File: src/rtl/cc20_pkg.sv
`timescale 1ns / 1ps

package cc20_pkg;

    localparam logic [31:0] SIGMA0 = 32'h6170_7865;
    localparam logic [31:0] SIGMA1 = 32'h3320_646E;
    localparam logic [31:0] SIGMA2 = 32'h7962_2D32;
    localparam logic [31:0] SIGMA3 = 32'h6B20_6574;

    localparam int NUM_ROUNDS    = 20;
    localparam int CC_FIFO_DEPTH = 4;
    localparam int CFG_IDX_W     = 3;
    localparam int CFG_DATA_W    = 64;

    // configuration register indexes
    localparam logic [CFG_IDX_W-1:0] CFG_KEY0     = 3'd0;
    localparam logic [CFG_IDX_W-1:0] CFG_KEY1     = 3'd1;
    localparam logic [CFG_IDX_W-1:0] CFG_KEY2     = 3'd2;
    localparam logic [CFG_IDX_W-1:0] CFG_KEY3     = 3'd3;
    localparam logic [CFG_IDX_W-1:0] CFG_NONCE_LO = 3'd4;
    localparam logic [CFG_IDX_W-1:0] CFG_NONCE_HI = 3'd5;
    localparam logic [CFG_IDX_W-1:0] CFG_INIT_CTR = 3'd6;

    typedef struct packed {
        logic [31:0] data_word;
        logic [2:0]  byte_count;
        logic        first;
    } in_t;

    typedef struct packed {
        logic [31:0] result_word;
        logic [2:0]  result_bytes;
    } out_t;

    typedef struct packed {
        logic [3:0][63:0] key;
        logic [63:0]      nonce_low;
        logic [31:0]      nonce_high;
        logic [31:0]      init_ctr;
    } cfg_t;

    // one classified word on its way from front to core
    typedef struct packed {
        logic [31:0] data_word;
        logic [2:0]  byte_count;
        logic        new_block;
        logic [31:0] ctr;
        logic [3:0]  pos;
    } cmd_t;

    typedef struct packed {
        logic busy;
        logic pop;
    } core_stat_t;

    typedef logic [15:0][31:0] block_t;

    typedef struct packed {
        logic [31:0] a;
        logic [31:0] b;
        logic [31:0] c;
        logic [31:0] d;
    } qr_t;

    function automatic qr_t quarter(input logic [31:0] a, input logic [31:0] b,
                                    input logic [31:0] c, input logic [31:0] d);
        qr_t q;
        logic [31:0] ta, tb, tc, td;
        ta = a + b;
        td = d ^ ta;
        td = {td[15:0], td[31:16]};
        tc = c + td;
        tb = b ^ tc;
        tb = {tb[19:0], tb[31:20]};
        ta = ta + tb;
        td = td ^ ta;
        td = {td[23:0], td[31:24]};
        tc = tc + td;
        tb = tb ^ tc;
        tb = {tb[24:0], tb[31:25]};
        q.a = ta;
        q.b = tb;
        q.c = tc;
        q.d = td;
        return q;
    endfunction

    // word index of row 'row' in lane 'lane'; diagonal rounds skew the lane by the row
    function automatic logic [3:0] qr_idx(input logic [1:0] lane, input logic [1:0] row,
                                          input logic diag);
        logic [1:0] col;
        col = lane + (diag ? row : 2'd0);
        return {row, col};
    endfunction

    function automatic block_t init_block(input cfg_t cfg, input logic [31:0] ctr);
        block_t b;
        b[0]  = SIGMA0;
        b[1]  = SIGMA1;
        b[2]  = SIGMA2;
        b[3]  = SIGMA3;
        b[4]  = cfg.key[0][31:0];
        b[5]  = cfg.key[0][63:32];
        b[6]  = cfg.key[1][31:0];
        b[7]  = cfg.key[1][63:32];
        b[8]  = cfg.key[2][31:0];
        b[9]  = cfg.key[2][63:32];
        b[10] = cfg.key[3][31:0];
        b[11] = cfg.key[3][63:32];
        b[12] = ctr;
        b[13] = cfg.nonce_low[31:0];
        b[14] = cfg.nonce_low[63:32];
        b[15] = cfg.nonce_high;
        return b;
    endfunction

    function automatic logic [31:0] byte_mask(input logic [2:0] cnt);
        logic [31:0] m;
        case (cnt)
            3'd0:    m = 32'h0000_0000;
            3'd1:    m = 32'h0000_00FF;
            3'd2:    m = 32'h0000_FFFF;
            3'd3:    m = 32'h00FF_FFFF;
            default: m = 32'hFFFF_FFFF;
        endcase
        return m;
    endfunction

    function automatic out_t make_out(input cmd_t cmd, input logic [31:0] ks);
        out_t o;
        o.result_word  = (cmd.data_word ^ ks) & byte_mask(cmd.byte_count);
        o.result_bytes = cmd.byte_count;
        return o;
    endfunction

endpackage

File: src/rtl/cc20_fifo.sv
`timescale 1ns / 1ps

module cc20_fifo #(
    parameter int DEPTH = cc20_pkg::CC_FIFO_DEPTH
) (
    input  logic            aclk,
    input  logic            aresetn,
    input  logic            push_valid,
    output logic            push_ready,
    input  cc20_pkg::cmd_t  push_cmd,
    output logic            pop_valid,
    input  logic            pop_ready,
    output cc20_pkg::cmd_t  pop_cmd
);

    localparam int PTR_W = (DEPTH > 1) ? $clog2(DEPTH) : 1;
    localparam int CNT_W = $clog2(DEPTH + 1);

    cc20_pkg::cmd_t mem_reg [DEPTH];

    logic [PTR_W-1:0] wr_ptr_reg, wr_ptr_next;
    logic [PTR_W-1:0] rd_ptr_reg, rd_ptr_next;
    logic [CNT_W-1:0] cnt_reg, cnt_next;
    logic             do_push, do_pop;

    assign push_ready = (cnt_reg != CNT_W'(DEPTH));
    assign pop_valid  = (cnt_reg != '0);
    assign pop_cmd    = mem_reg[rd_ptr_reg];
    assign do_push    = push_valid && push_ready;
    assign do_pop     = pop_ready && pop_valid;

    always_comb begin
        wr_ptr_next = wr_ptr_reg;
        rd_ptr_next = rd_ptr_reg;
        cnt_next    = cnt_reg;
        if (do_push) begin
            wr_ptr_next = (wr_ptr_reg == PTR_W'(DEPTH - 1)) ? '0 : wr_ptr_reg + 1'b1;
        end
        if (do_pop) begin
            rd_ptr_next = (rd_ptr_reg == PTR_W'(DEPTH - 1)) ? '0 : rd_ptr_reg + 1'b1;
        end
        if (do_push && !do_pop) begin
            cnt_next = cnt_reg + 1'b1;
        end else if (do_pop && !do_push) begin
            cnt_next = cnt_reg - 1'b1;
        end
    end

    always_ff @(posedge aclk) begin
        if (!aresetn) begin
            wr_ptr_reg <= '0;
            rd_ptr_reg <= '0;
            cnt_reg    <= '0;
        end else begin
            wr_ptr_reg <= wr_ptr_next;
            rd_ptr_reg <= rd_ptr_next;
            cnt_reg    <= cnt_next;
        end
    end

    always_ff @(posedge aclk) begin
        if (do_push) begin
            mem_reg[wr_ptr_reg] <= push_cmd;
        end
    end

endmodule

File: config.mk
export PLATFORM = sky130hd
export DESIGN_NAME = cc20_fifo
export DESIGN_NICKNAME = d
export VERILOG_FILES = /design/src/rtl/cc20_pkg.sv /design/src/rtl/cc20_fifo.sv
export SDC_FILE = /design/constraint.sdc
export NUM_CORES = 1
export LEC_CHECK = 0
export BUFFER_PORTS_ARGS = -buffer_cell sky130_fd_sc_hd__buf_2
export CAP_MARGIN = 20
export CORE_ASPECT_RATIO = 2
export CORE_UTILIZATION = 50
export CTS_BUF_LIST = sky130_fd_sc_hd__clkbuf_2 sky130_fd_sc_hd__clkbuf_4 sky130_fd_sc_hd__clkbuf_8
export DETAILED_ROUTE_END_ITERATION = 10
export PLACE_DENSITY = 0.69
export SETUP_SLACK_MARGIN = 0.05
export SYNTH_ARGS = -nofsm -noshare
export SYNTH_HDL_FRONTEND = slang
export SYNTH_SLANG_ARGS = --single-unit
File: constraint.sdc
create_clock -name aclk -period 3.3 [get_ports aclk]
set_clock_uncertainty 0.1 [all_clocks]
set_input_delay 0.165 -clock aclk [delete_from_list [all_inputs] [get_ports aclk]]
set_output_delay 0.165 -clock aclk [all_outputs]
set_load 0.005 [all_outputs]
==> metrics.txt <==
status=completed; CTS tree=built; number of global-route vias before repair=around 5800; Clk pwr share=around 27%; leading cell types in the layout, fill and taps excluded=edfxtp_1, buf_2, dlygate4sd3_1; Sw Ratio=around a quarter; logic gate share of total power=20.9%; post-layout util=a little under two thirds; Cells after Synth=about 430; IO Count=150; Synth cell types=27; Die ar.=roughly 0.022 mm²; NumNets Final=~770; share of layout cells above drive strength 1=between 40% and 50%; cell internal pwr=0.00690 W; Post-CTS Setup Inserts=0; register area share after synthesis=81.4%; CTS Sinks=roughly 300; Slew headroom=roughly half; Peak Freq=between 300 and 400 MHz; placed inst area=0.0120 mm²; Flop pwr share=a little over 50%; placed instance count=~840; Mapped Area=between 0.01 and 0.015 mm²; cts bufs inserted=39; initial antenna violation count=2; pin count of the biggest net entering global routing=46; PortBufs=approximately 150; Power Density=roughly 700 mW/mm²; area delta synth->final=24.4%; final hold vios=0; synthesis-stage register bit count=297; CP required=~3.6 ns; Detailed Route WL=between 20000 and 25000 µm; kind of critical path=flop to flop; CTS max path bufs=3; Max IR drop VDD=around 0.00054 V; first-pass GRT wire length=between 30000 and 40000 µm; die height=approximately 210 µm; synth warn=0; final setup vio count=0; Initial Util=between 50% and 60%; final instance area=0.0135 mm²; core outline area=approximately 0.021 mm²; routed via count=5236; DR DRC count=0; Post-Layout Cell Count=approximately 990; grt total ovfl=0; number of max-slew violations in the final report=0; gpl congestion=0.698; measured slew at the worst slew-check pin=between 0.7 and 0.8 ns; accumulated negative setup slack=0 ns; critical path data arrival time=2.93 ns; drt pass-1 iters=4; CP max FO=5; switching power=between 0.002 and 0.0025 W; Synth Flop Type=edfxtp_1; P_leak=approximately 4.6 nW; number of synthesized flops with an enable pin=roughly 290; commonest non-fill, non-tap cell in the layout=edfxtp_1; row count=75; max-cap violations=0; initial drt markers=roughly 280; clk slew on worst S/H paths=0.06 ns; Crit. End Element=flop; CTS root buffer=clkbuf_8; Worst-Skew Late Latency=~0.52 ns; Overall Global Routing Usage=18.7%; die width=106 µm; detailed-route wire length per cell=about 20 µm; Largest register FFs=~290; CP Launch Type=flop; final hold slack=0.289 ns; Tcrit/Tclk final=just under 80%; vias per cell=about 5.3; ys async rst share=0%; syn avg cell area=around 25 µm²; RSZ-0062 raised after global routing=false; syn nets=between 500 and 600; post-layout min period=2.60 ns; Min-Delay Path Class=primary input to flop; antenna viol nets, final=0; H-tree levels=2; Detail Placement HPWL=approximately 12000 µm
-- area by class of cell --
class,instances,area (µm²)
flip-flops and latches,297,8840
repair buffers,234,1650
diodes,2,5.00
multi-input cells,109,1920
fillers,1446,7620
inverters,3,11.3
clock inverters,18,87.6
well taps,269,337
clock buffers,53,648
-- synthesized netlist by cell type, types with 2 or more instances --
cell	instances	share of area (%)
edfxtp_1	288	80
mux4_2	72	15
dfxtp_1	9	1.7
clkbuf_1	8	0.28
buf_4	7	0.48
ha_1	6	0.69
nand2_1	5	0.17
and3_2	4	0.28
inv_1	3	0.10
o21ai_0	3	0.14
buf_2	2	0.092
mux2i_1	2	0.18
nand3_1	2	0.092
nor2_1	2	0.069
or3_2	2	0.14
-- timing repair --
action                                 in CTS  in global routing
gates resized for setup                     0                  0
endpoints found under the hold margin     297                  0
hold buffers                               77                  0
-- path summary, 6_finish.rpt --
path	start	to	slack, ns	cells after the start
setup / recovery	cnt_reg[0]$_SDFFE_PN0P_	cnt_reg[2]$_SDFFE_PN0P_	0.70	7
hold / removal	push_cmd[41]	mem_reg[2][41]$_DFFE_PP_	0.29	2
setup reg to reg	cnt_reg[0]$_SDFFE_PN0P_	cnt_reg[2]$_SDFFE_PN0P_	0.70	7
hold reg to reg	wr_ptr_reg[1]$_SDFFE_PN0P_	wr_ptr_reg[1]$_SDFFE_PN0P_	0.41	2
-- kinds of logic after synthesis --
kind of cell / count (synthesis) / synth area share, %
AOI/OAI and AO/OA: 6 / 0.323
adders and majority gates: 7 / 0.876
xor gates and xnor gates: 2 / 0.161
DFF: 297 / 81.4
muxes: 74 / 15.1
and+or+nand+nor: 20 / 1.08
buffers and inverters: 21 / 1.06
-- power groups by stage --
stage | clock [W] | sequential [W] | combinational (W)
after floorplan | 0 | 0.00472 | 0.00123
after global placement | 0 | 0.00485 | 0.00186
after detailed placement | 0 | 0.00488 | 0.00189
after CTS | 0.00260 | 0.00480 | 0.00197
after global routing | 0.00273 | 0.00484 | 0.00209
final | 0.00253 | 0.00479 | 0.00193
-- per-stage QoR --
| stage | setup WS, ns | power [W] |
|---|---|---|
| after global placement | 0.908 | 0.00672 |
| after global routing | 0.535 | 0.00965 |
| after CTS | 0.589 | 0.00937 |
| final | 0.700 | 0.00925 |
| after floorplan | 0.996 | 0.00595 |
| after detailed placement | 0.742 | 0.00677 |
-- per-layer routing --
| metal | GRT usage (%) | routed length [µm] | share of wire (%) |
|---|---|---|---|
| met5 | 0 | 0 | 0 |
| met2 | 34.5 | 11400 | 56 |
| met3 | 3.31 | 805 | 4.0 |
| met1 | 21.0 | 7380 | 37 |
| met4 | 8.14 | 598 | 3.0 |
-- worst max-delay path, cell delays in order, from the launching register on --
cell      delay [ns]
dfxtp_1         0.36
o31ai_1         0.51
ha_1            0.30
inv_1           0.07
fa_1            0.37
xor2_1          0.19
or3_2           0.43
a21boi_0        0.20
Note: power is estimated with default switching activity, not from simulation.
