**config.mk**
```make
export PLATFORM = sky130hd
export DESIGN_NAME = cc20_front
export DESIGN_NICKNAME = d
export VERILOG_FILES = /design/src/rtl/cc20_pkg.sv /design/src/rtl/cc20_front.sv
export SDC_FILE = /design/constraint.sdc
export NUM_CORES = 1
export LEC_CHECK = 0
export CAP_MARGIN = 20
export CORE_AREA = 4 4 192 194
export DETAILED_ROUTE_END_ITERATION = 8
export DIE_AREA = 0 0 196 198
export DONT_BUFFER_PORTS = 1
export GPL_TIMING_DRIVEN = 0
export PLACE_DENSITY = 0.3
export SLEW_MARGIN = 20
export SYNTH_ARGS = -nofsm -noshare
export SYNTH_HDL_FRONTEND = slang
export SYNTH_SLANG_ARGS = --single-unit
```
**constraint.sdc**
```tcl
create_clock -name aclk -period 3.42 [get_ports aclk]
set_input_delay 0.684 -clock aclk [delete_from_list [all_inputs] [get_ports aclk]]
set_output_delay 0.684 -clock aclk [all_outputs]
set_load 0.01 [all_outputs]
```
**src/rtl/cc20_pkg.sv**
```systemverilog
`timescale 1ns / 1ps

package cc20_pkg;

    localparam logic [31:0] SIGMA0 = 32'h6170_7865;
    localparam logic [31:0] SIGMA1 = 32'h3320_646E;
    localparam logic [31:0] SIGMA2 = 32'h7962_2D32;
    localparam logic [31:0] SIGMA3 = 32'h6B20_6574;

    localparam int NUM_ROUNDS    = 20;
    localparam int CC_FIFO_DEPTH = 4;
    localparam int CFG_IDX_W     = 3;
    localparam int CFG_DATA_W    = 64;

    // configuration register indexes
    localparam logic [CFG_IDX_W-1:0] CFG_KEY0     = 3'd0;
    localparam logic [CFG_IDX_W-1:0] CFG_KEY1     = 3'd1;
    localparam logic [CFG_IDX_W-1:0] CFG_KEY2     = 3'd2;
    localparam logic [CFG_IDX_W-1:0] CFG_KEY3     = 3'd3;
    localparam logic [CFG_IDX_W-1:0] CFG_NONCE_LO = 3'd4;
    localparam logic [CFG_IDX_W-1:0] CFG_NONCE_HI = 3'd5;
    localparam logic [CFG_IDX_W-1:0] CFG_INIT_CTR = 3'd6;

    typedef struct packed {
        logic [31:0] data_word;
        logic [2:0]  byte_count;
        logic        first;
    } in_t;

    typedef struct packed {
        logic [31:0] result_word;
        logic [2:0]  result_bytes;
    } out_t;

    typedef struct packed {
        logic [3:0][63:0] key;
        logic [63:0]      nonce_low;
        logic [31:0]      nonce_high;
        logic [31:0]      init_ctr;
    } cfg_t;

    // one classified word on its way from front to core
    typedef struct packed {
        logic [31:0] data_word;
        logic [2:0]  byte_count;
        logic        new_block;
        logic [31:0] ctr;
        logic [3:0]  pos;
    } cmd_t;

    typedef struct packed {
        logic busy;
        logic pop;
    } core_stat_t;

    typedef logic [15:0][31:0] block_t;

    typedef struct packed {
        logic [31:0] a;
        logic [31:0] b;
        logic [31:0] c;
        logic [31:0] d;
    } qr_t;

    function automatic qr_t quarter(input logic [31:0] a, input logic [31:0] b,
                                    input logic [31:0] c, input logic [31:0] d);
        qr_t q;
        logic [31:0] ta, tb, tc, td;
        ta = a + b;
        td = d ^ ta;
        td = {td[15:0], td[31:16]};
        tc = c + td;
        tb = b ^ tc;
        tb = {tb[19:0], tb[31:20]};
        ta = ta + tb;
        td = td ^ ta;
        td = {td[23:0], td[31:24]};
        tc = tc + td;
        tb = tb ^ tc;
        tb = {tb[24:0], tb[31:25]};
        q.a = ta;
        q.b = tb;
        q.c = tc;
        q.d = td;
        return q;
    endfunction

    // word index of row 'row' in lane 'lane'; diagonal rounds skew the lane by the row
    function automatic logic [3:0] qr_idx(input logic [1:0] lane, input logic [1:0] row,
                                          input logic diag);
        logic [1:0] col;
        col = lane + (diag ? row : 2'd0);
        return {row, col};
    endfunction

    function automatic block_t init_block(input cfg_t cfg, input logic [31:0] ctr);
        block_t b;
        b[0]  = SIGMA0;
        b[1]  = SIGMA1;
        b[2]  = SIGMA2;
        b[3]  = SIGMA3;
        b[4]  = cfg.key[0][31:0];
        b[5]  = cfg.key[0][63:32];
        b[6]  = cfg.key[1][31:0];
        b[7]  = cfg.key[1][63:32];
        b[8]  = cfg.key[2][31:0];
        b[9]  = cfg.key[2][63:32];
        b[10] = cfg.key[3][31:0];
        b[11] = cfg.key[3][63:32];
        b[12] = ctr;
        b[13] = cfg.nonce_low[31:0];
        b[14] = cfg.nonce_low[63:32];
        b[15] = cfg.nonce_high;
        return b;
    endfunction

    function automatic logic [31:0] byte_mask(input logic [2:0] cnt);
        logic [31:0] m;
        case (cnt)
            3'd0:    m = 32'h0000_0000;
            3'd1:    m = 32'h0000_00FF;
            3'd2:    m = 32'h0000_FFFF;
            3'd3:    m = 32'h00FF_FFFF;
            default: m = 32'hFFFF_FFFF;
        endcase
        return m;
    endfunction

    function automatic out_t make_out(input cmd_t cmd, input logic [31:0] ks);
        out_t o;
        o.result_word  = (cmd.data_word ^ ks) & byte_mask(cmd.byte_count);
        o.result_bytes = cmd.byte_count;
        return o;
    endfunction

endpackage

```
**src/rtl/cc20_front.sv**
```systemverilog
`timescale 1ns / 1ps

module cc20_front (
    input  logic            aclk,
    input  logic            aresetn,
    input  cc20_pkg::cfg_t  cfg,
    input  logic            s_valid,
    output logic            s_ready,
    input  cc20_pkg::in_t   s_data,
    output logic            push_valid,
    input  logic            push_ready,
    output cc20_pkg::cmd_t  push_cmd
);

    logic [31:0] ctr_reg, ctr_next;
    logic [3:0]  pos_reg, pos_next;
    logic        kv_reg, kv_next;

    logic [31:0] f_ctr;
    logic [3:0]  f_pos;
    logic [3:0]  use_pos;
    logic        f_kv;
    logic        accept;

    assign s_ready    = push_ready;
    assign push_valid = s_valid;
    assign accept     = s_valid && push_ready;

    always_comb begin
        f_ctr   = s_data.first ? cfg.init_ctr : ctr_reg;
        f_kv    = s_data.first ? 1'b0 : kv_reg;
        f_pos   = s_data.first ? 4'd0 : pos_reg;
        use_pos = f_kv ? f_pos : 4'd0;

        push_cmd.data_word  = s_data.data_word;
        push_cmd.byte_count = s_data.byte_count;
        push_cmd.new_block  = !f_kv;
        push_cmd.ctr        = f_ctr;
        push_cmd.pos        = use_pos;

        ctr_next = ctr_reg;
        pos_next = pos_reg;
        kv_next  = kv_reg;
        if (accept) begin
            ctr_next = f_kv ? f_ctr : f_ctr + 32'd1;
            pos_next = use_pos + 4'd1;
            kv_next  = (use_pos != 4'd15);
        end
    end

    always_ff @(posedge aclk) begin
        if (!aresetn) begin
            ctr_reg <= '0;
            pos_reg <= '0;
            kv_reg  <= 1'b0;
        end else begin
            ctr_reg <= ctr_next;
            pos_reg <= pos_next;
            kv_reg  <= kv_next;
        end
    end

endmodule

```
==> out/qor.csv, run 1 <==
stage,metric,value,unit
min_path,Hold Crit Depth,2,
finish,Syn-to-layout area delta,26.3,%
synth,"Avg Cell Area, Syn",7.86,um2
synth,top cell type's share of synthesized area,0.247,
sta,setup ws final,188,ps
drt,First-pass DRT Iterations,4,
finish,Final #Nets,815,
floorplanning,die area,38800,um2
global_route,vias in the first global route,2772,
worst_setup_path,"Largest stage delay, worst path",460,ps
cts,CTS Buf Count,5,
finish,FILL cells,4114,
sta,Setup Skew,4.39,ps
worst_setup_path,CP max-delay cell,or4_1,
synth,Synth top cells by count,"49 x nand3_1, 43 x nand2_1, 37 x buf_4, 37 x dfxtp_1, 27 x mux2_2",
worst_setup_path,CP Launch Type,input pin,
sta,"Hold Vio Cnt, Final",0,
finish,fin cells,853,
synth,number of synthesized flops with an enable pin,0,
synth,syn nets,807,
finish,Final Core Density,0.107,
worst_setup_path,FF-to-FF setup slack,990,ps
drt,# DRC,0,
cts,CTS tree,done,
synth,Ys Warns,0,
drt,WL per Instance,18.3,um
floorplanning,Initial Util,0.0850,
drt,routed vias/inst,3.43,
worst_setup_path,FF-to-FF Start,ctr_reg[2],
sta,Pins Over Slew Limit,0,
global_route,GR Overflow Total,0,
synth,register area share after synthesis,0.247,
global_route,initial antenna violation count,1,
worst_setup_path,Crit Reg-Reg Endpoint,ctr_reg[21],
worst_setup_path,Critical Path AT,3470,ps
floorplanning,Die Ht,198,um
worst_setup_path,"critical path, cell by cell",buf_6 -> buf_6 -> buf_2 -> buf_2 -> mux2_2 -> ha_1 -> inv_1 -> a211oi_4 -> nand3_2 -> buf_6 -> or4_1 -> nand3_1,
worst_setup_path,Critical Path Sink Type,flop,
power,maximum vdd drop,0.000152,V
min_path,HP Class,flop to flop,
placement,HPWL Detailed,12600,um
global_route,wire length of the first global-routing pass,21300,um
finish,number of flip-flops in the largest register,32,
synth,synth top area cells,"dfxtp_1 25%, mux2_2 10%, buf_4 9.3%, nand3_1 8.2%, nand2_1 5.4%",
worst_setup_path,crit path max fanout,10,
drt,routed vias,2922,
cts,clock slew at reported path FFs,70,ps
placement,DP Worst Slack,-1010,ps
finish,layout cells sized above 1,0.226,
worst_setup_path,R2R cell count,5,
sta,maximum clock frequency,0.309,GHz
sta,Final Cycle Share,0.945,
synth,"Distinct cells, synth",51,
synth,mapped cell area,2990,um2
synth,count of state elements after synthesis,37,
global_route,total track usage,0.0759,
drt,total detailed-routing wirelength,15600,um
flow_run,Max Cap Violations,0,
cts,hold buffer count at cts,0,
worst_setup_path,critical path capture point,ctr_reg[16],
cts,Worst-Skew Late Latency,290,ps
cts,Max clock buf depth,2,
cts,H-Tree Depth,2,
sta,Final min period,3230,ps
cts,TritonCTS Sinks,37,
drt,1st-iter DRT viols,169,
finish,storage element area,741,um2
global_route,pin count of the biggest net entering global routing,20,
sta,headroom to the max-slew limit,0.425,
synth,synthesized instance count,381,
placement,Port Buffers,0,
synth,"Top FF cell, synth",dfxtp_1,
floorplanning,core box area,35200,um2
synth,Post-synth ARST share,0,
outcome,status,"complete, no violations",
power,leak pwr,0.00122,uW
placement,Placed Cells incl. Taps,842,
cts,clk root buf,clkbuf_16,
placement,Final Wtd Congestion,0.716,
power,Power Dens Cells,358,nW/um2
floorplanning,FP Rows,69,
worst_setup_path,crit path kind,input pin to flop,
sta,count of final setup violators,0,
floorplanning,Ports,498,
finish,multi-input logic area,1830,um2
worst_setup_path,WP data required,3650,ps
drt,Antenna Violating Nets Remaining,0,
floorplanning,Die X,196,um
synth,dominant cell type by area after synthesis,dfxtp_1,
worst_setup_path,CP Launch Point,s_data[0],
synth,most common cell in the netlist,nand3_1,
sta,RSZ-0062 raised after global routing,no,
worst_setup_path,Critical Path Most Common Cell,buf_6,
sta,pin slew with the least headroom to its limit,863,ps
-- cell usage in the layout (no fill, tap or decap), drive strengths merged, types with 3 or more instances in the layout --
| cell type | n |
|---|---|
| buf | 48 |
| o211a | 3 |
| inv | 6 |
| mux2 | 27 |
| clkbuf | 20 |
| a22oi | 4 |
| xor2 | 4 |
| nand3b | 3 |
| nand2b | 6 |
| nand3 | 50 |
| dfxtp | 37 |
| o211ai | 15 |
| nand2 | 43 |
| and2 | 10 |
| nor2 | 10 |
| nand4 | 13 |
| or4 | 10 |
| o21ai | 19 |
| a21oi | 4 |
| a31oi | 4 |
| a21boi | 7 |
| xnor2 | 3 |
| o311ai | 5 |
| nand4b | 5 |
-- area by class of cell --
cell class | instances | share of cell area
clock buffers | 5 | 0.0331
inverters | 6 | 0.00596
plain buffers | 61 | 0.106
clock inverters | 3 | 0.0172
multi-input cells | 276 | 0.484
diodes | 2 | 0.00132
well taps | 461 | 0.153
repair buffers | 2 | 0.00397
flip-flops and latches | 37 | 0.196
-- cell families (layout without fill, tap and decap cells) --
family | after synthesis | in the layout | share of synthesized area
mux | 29 | 29 | 0.108
fa+ha+maj | 2 | 2 | 0.00836
flops | 37 | 37 | 0.247
simple gates | 163 | 163 | 0.292
xor+xnor | 7 | 7 | 0.0205
compound gates | 75 | 75 | 0.182
buf+inv | 68 | 77 | 0.141
other cells | 0 | 2 | 0
-- through the flow --
stage	hold WS, ps	power [uW]	instance area [um2]	setup TNS (ps)
finish	493	1350	3780	0
global route	518	1410	3780	0
CTS	497	1370	3780	0
detailed placement	488	732	3570	-11140
global placement	478	735	3570	-11800
floorplan	453	650	2990	0
-- layer usage --
metal / wire, um / GRT usage / vias to the layer above
li1: - / - / 1399
met1: 6070 / 0.0891 / 1409
met2: 6950 / 0.116 / 101
met3: 2400 / 0.0527 / 11
met4: 174 / 0.0132 / 2
met5: 11 / 0 / -
-- critical path, delay by kind of cell --
| kind | cells | cell delay, ps |
|---|---|---|
| AO/OA/AOI/OAI | 1 | 260 |
| buffers and inverters | 6 | 1250 |
| adder cells (fa/ha/maj) | 1 | 190 |
| AND/OR/NAND/NOR | 3 | 750 |
| multiplexers | 1 | 300 |
-- report_power, final --
part / switching, uW / leakage (uW) / total (uW) / internal [uW]
logic: 160 / 0.000824 / 251 / 90.7
clock network: 221 / 0.0000938 / 639 / 418
registers: 15.0 / 0.000301 / 463 / 448
total: 396 / 0.00122 / 1350 / 957
-- how the worst min path moves through the flow --
stage | startpoint | end | slack (ps)
final | ctr_reg[31] | ctr_reg[31] | 490
after global routing | ctr_reg[31] | ctr_reg[31] | 520
after CTS | ctr_reg[31] | ctr_reg[31] | 500
after detailed placement | ctr_reg[31] | ctr_reg[31] | 490
after global placement | ctr_reg[31] | ctr_reg[31] | 480
after floorplan | ctr_reg[8] | ctr_reg[8] | 450
-- repair_timing --
| action | in CTS | in global routing |
|---|---|---|
| buffers inserted | 2 | 0 |
| endpoints found under the setup margin | 15 | 0 |
| resized for setup | 2 | 0 |
Power figures use the tool's default switching activity.
==> run 2, diff against run 1 <==
--- a/config.mk
+++ b/config.mk
@@ -6,9 +6,9 @@
 export NUM_CORES = 1
 export LEC_CHECK = 0
 export CAP_MARGIN = 20
-export CORE_AREA = 4 4 192 194
+export CORE_AREA = 2 2 195 197
 export DETAILED_ROUTE_END_ITERATION = 8
-export DIE_AREA = 0 0 196 198
+export DIE_AREA = 0 0 197 199
 export DONT_BUFFER_PORTS = 1
 export GPL_TIMING_DRIVEN = 0
 export PLACE_DENSITY = 0.3
==> run 2 against run 1 <==
- die area up 1.0%
- fmax increased by 0.59%
- clock skew rose by 3.3 ps
- combinational power is essentially flat
- worst setup slack gained 19 ps
- critical path type unchanged
==> out/qor.csv, run 2 (synthesized netlist as in run 1, its figures left out) <==
stage,metric,value,unit,change
outcome,status,"complete, no violations",,unchanged
power,maximum vdd drop,0.000164,V,was 0.000152 V
worst_setup_path,CP Launch Type,input pin,,unchanged
finish,Syn-to-layout area delta,25.2,%,was 26.3%
worst_setup_path,Critical Path Sink Type,flop,,unchanged
sta,count of final setup violators,0,,unchanged
floorplanning,Ports,498,,unchanged
sta,Setup Skew,7.71,ps,was 4.39 ps
power,Total Power,1220,uW,was 1350 uW
global_route,vias in the first global route,2801,,"was 2,772"
drt,total detailed-routing wirelength,15600,um,about the same
finish,fin cells,863,,was 853
sta,maximum clock frequency,0.311,GHz,was 0.309 GHz
finish,most frequent cells in the layout,"49 x nand3_1, 43 x nand2_1, 40 x buf_4",,unchanged
cts,H-Tree Depth,2,,unchanged
cts,CTS tree,done,,unchanged
global_route,total track usage,0.0773,,was 0.0759
global_route,Most Crowded Layer GR,met2,,unchanged
finish,number of flip-flops in the largest register,32,,unchanged
placement,Placed Cells incl. Taps,855,,was 842
power,leak pwr,0.00120,uW,was 0.00122 uW
sta,"Hold Vio Cnt, Final",0,,unchanged
sta,pin slew with the least headroom to its limit,801,ps,was 863 ps
sta,final hold slack,490,ps,was 493 ps
global_route,pin count of the biggest net entering global routing,20,,unchanged
cts,Max clock buf depth,2,,unchanged
floorplanning,die area,39200,um2,"was 38,800 um2"
sta,Pins Over Slew Limit,0,,unchanged
finish,"most common cell after layout, fill and taps aside",nand3_1,,unchanged
cts,CTS Buf Count,5,,unchanged
floorplanning,core box area,37100,um2,"was 35,200 um2"
placement,Area after DPL,3590,um2,was 3570 um2
global_route,met1 Usage GRT,0.0917,,was 0.0891
global_route,wire length of the first global-routing pass,21700,um,"was 21,300 um"
finish,Final Core Density,0.101,,was 0.107
floorplanning,Initial Util,0.0806,,was 0.0850
finish,Final Cell Area,3750,um2,was 3780 um2
drt,Antenna Violating Nets Remaining,0,,unchanged
floorplanning,FP Rows,71,,was 69
finish,Final #Nets,815,,unchanged
global_route,met3 Use GR,0.0507,,was 0.0527
global_route,met2 usage,0.116,,about the same
drt,routed vias,2941,,"was 2,922"
cts,TritonCTS Sinks,37,,unchanged
min_path,HP Class,flop to flop,,unchanged
sta,Final Cycle Share,0.940,,was 0.945
worst_setup_path,WP data required,3650,ps,about the same
cts,Worst-Skew Late Latency,290,ps,about the same
sta,Final min period,3210,ps,was 3230 ps
power,Power Dens Cells,325,nW/um2,was 358 nW/um2
sta,headroom to the max-slew limit,0.466,,was 0.425
drt,# DRC,0,,unchanged
floorplanning,Die Ht,199,um,was 198 um
drt,1st-iter DRT viols,192,,was 169
finish,layout cells sized above 1,0.221,,was 0.226
finish,ANT cells,0,,was 2
flow_run,Max Cap Violations,0,,unchanged
drt,routed vias/inst,3.41,,was 3.43
worst_setup_path,Critical Path AT,3440,ps,was 3470 ps
sta,RSZ-0062 raised after global routing,no,,unchanged
worst_setup_path,crit path max fanout,10,,unchanged
global_route,initial antenna violation count,0,,was 1
cts,clock slew at reported path FFs,70,ps,about the same
placement,Final Wtd Congestion,0.724,,was 0.716
placement,Port Buffers,0,,unchanged
placement,HPWL Detailed,12600,um,about the same
global_route,GR Overflow Total,0,,unchanged
drt,First-pass DRT Iterations,5,,was 4
floorplanning,Die X,197,um,was 196 um
cts,clk root buf,clkbuf_16,,unchanged
worst_setup_path,crit path kind,input pin to flop,,unchanged
drt,WL per Instance,18.1,um,was 18.3 um
## run 2: cell count changes in the layout (fill, tap and decap cells not counted)
cell	previous run	this run
bufinv_16	2	0
diode_2	2	0
buf_2	5	4
clkbuf_1	15	16
clkbuf_4	0	1
clkbuf_8	0	1
clkinv_2	1	0
## run 2: power by group
group          leakage, uW  switching (uW)  total (uW)  internal (uW)
Combinational     0.000824             161         252           91.2
Clock            0.0000700             215         503            288
Sequential        0.000301            15.2         463            448
Total              0.00120             391        1220            827
## run 2: worst max-delay path, stage by stage
cell      delay, ps
buf_6           120
buf_6           180
buf_2           350
clkbuf_4        350
mux2_2          250
ha_1            190
inv_1            70
a211oi_4        260
nand3_2         200
buf_6           200
or4_1           470
nand3_1         100
## run 2: per-stage QoR
step	setup TNS [ps]	setup WS [ps]
2_1_floorplan	0	162
3_3_place_gp	-14520	-1210
3_5_place_dp	-13280	-1150
4_1_cts	0	125
5_1_grt	0	40.4
6_report	0	207
## run 2: cell type report
class / instances / area [um2]
fillers: 4316 / 33400
multi-input cells: 276 / 1830
flip-flops and latches: 37 / 741
well taps: 474 / 593
plain buffers: 61 / 403
clock buffers: 7 / 143
inverters: 6 / 22.5
repair buffers: 2 / 15.0
## run 2: metal layers
metal  share of wire  wire, um
met4           0.014       223
met1            0.41      6360
met5               0         0
met2            0.44      6820
met3            0.14      2190
## run 2: worst paths after layout
path	end	slack, ps	cells after the start	start
worst min register to register	ctr_reg[23]	490	2	ctr_reg[23]
worst max register to register	ctr_reg[13]	760	6	ctr_reg[2]
worst min-delay path	ctr_reg[23]	490	2	ctr_reg[23]
worst max-delay path	ctr_reg[16]	210	12	s_data[0]
## run 2: repair_timing
action | CTS | global route
setup endpoints to repair | 18 | 1
buffers inserted | 2 | 0
gates resized for setup | 2 | 1
hold buffers | 0 | 0
pin swaps | 1 | 0
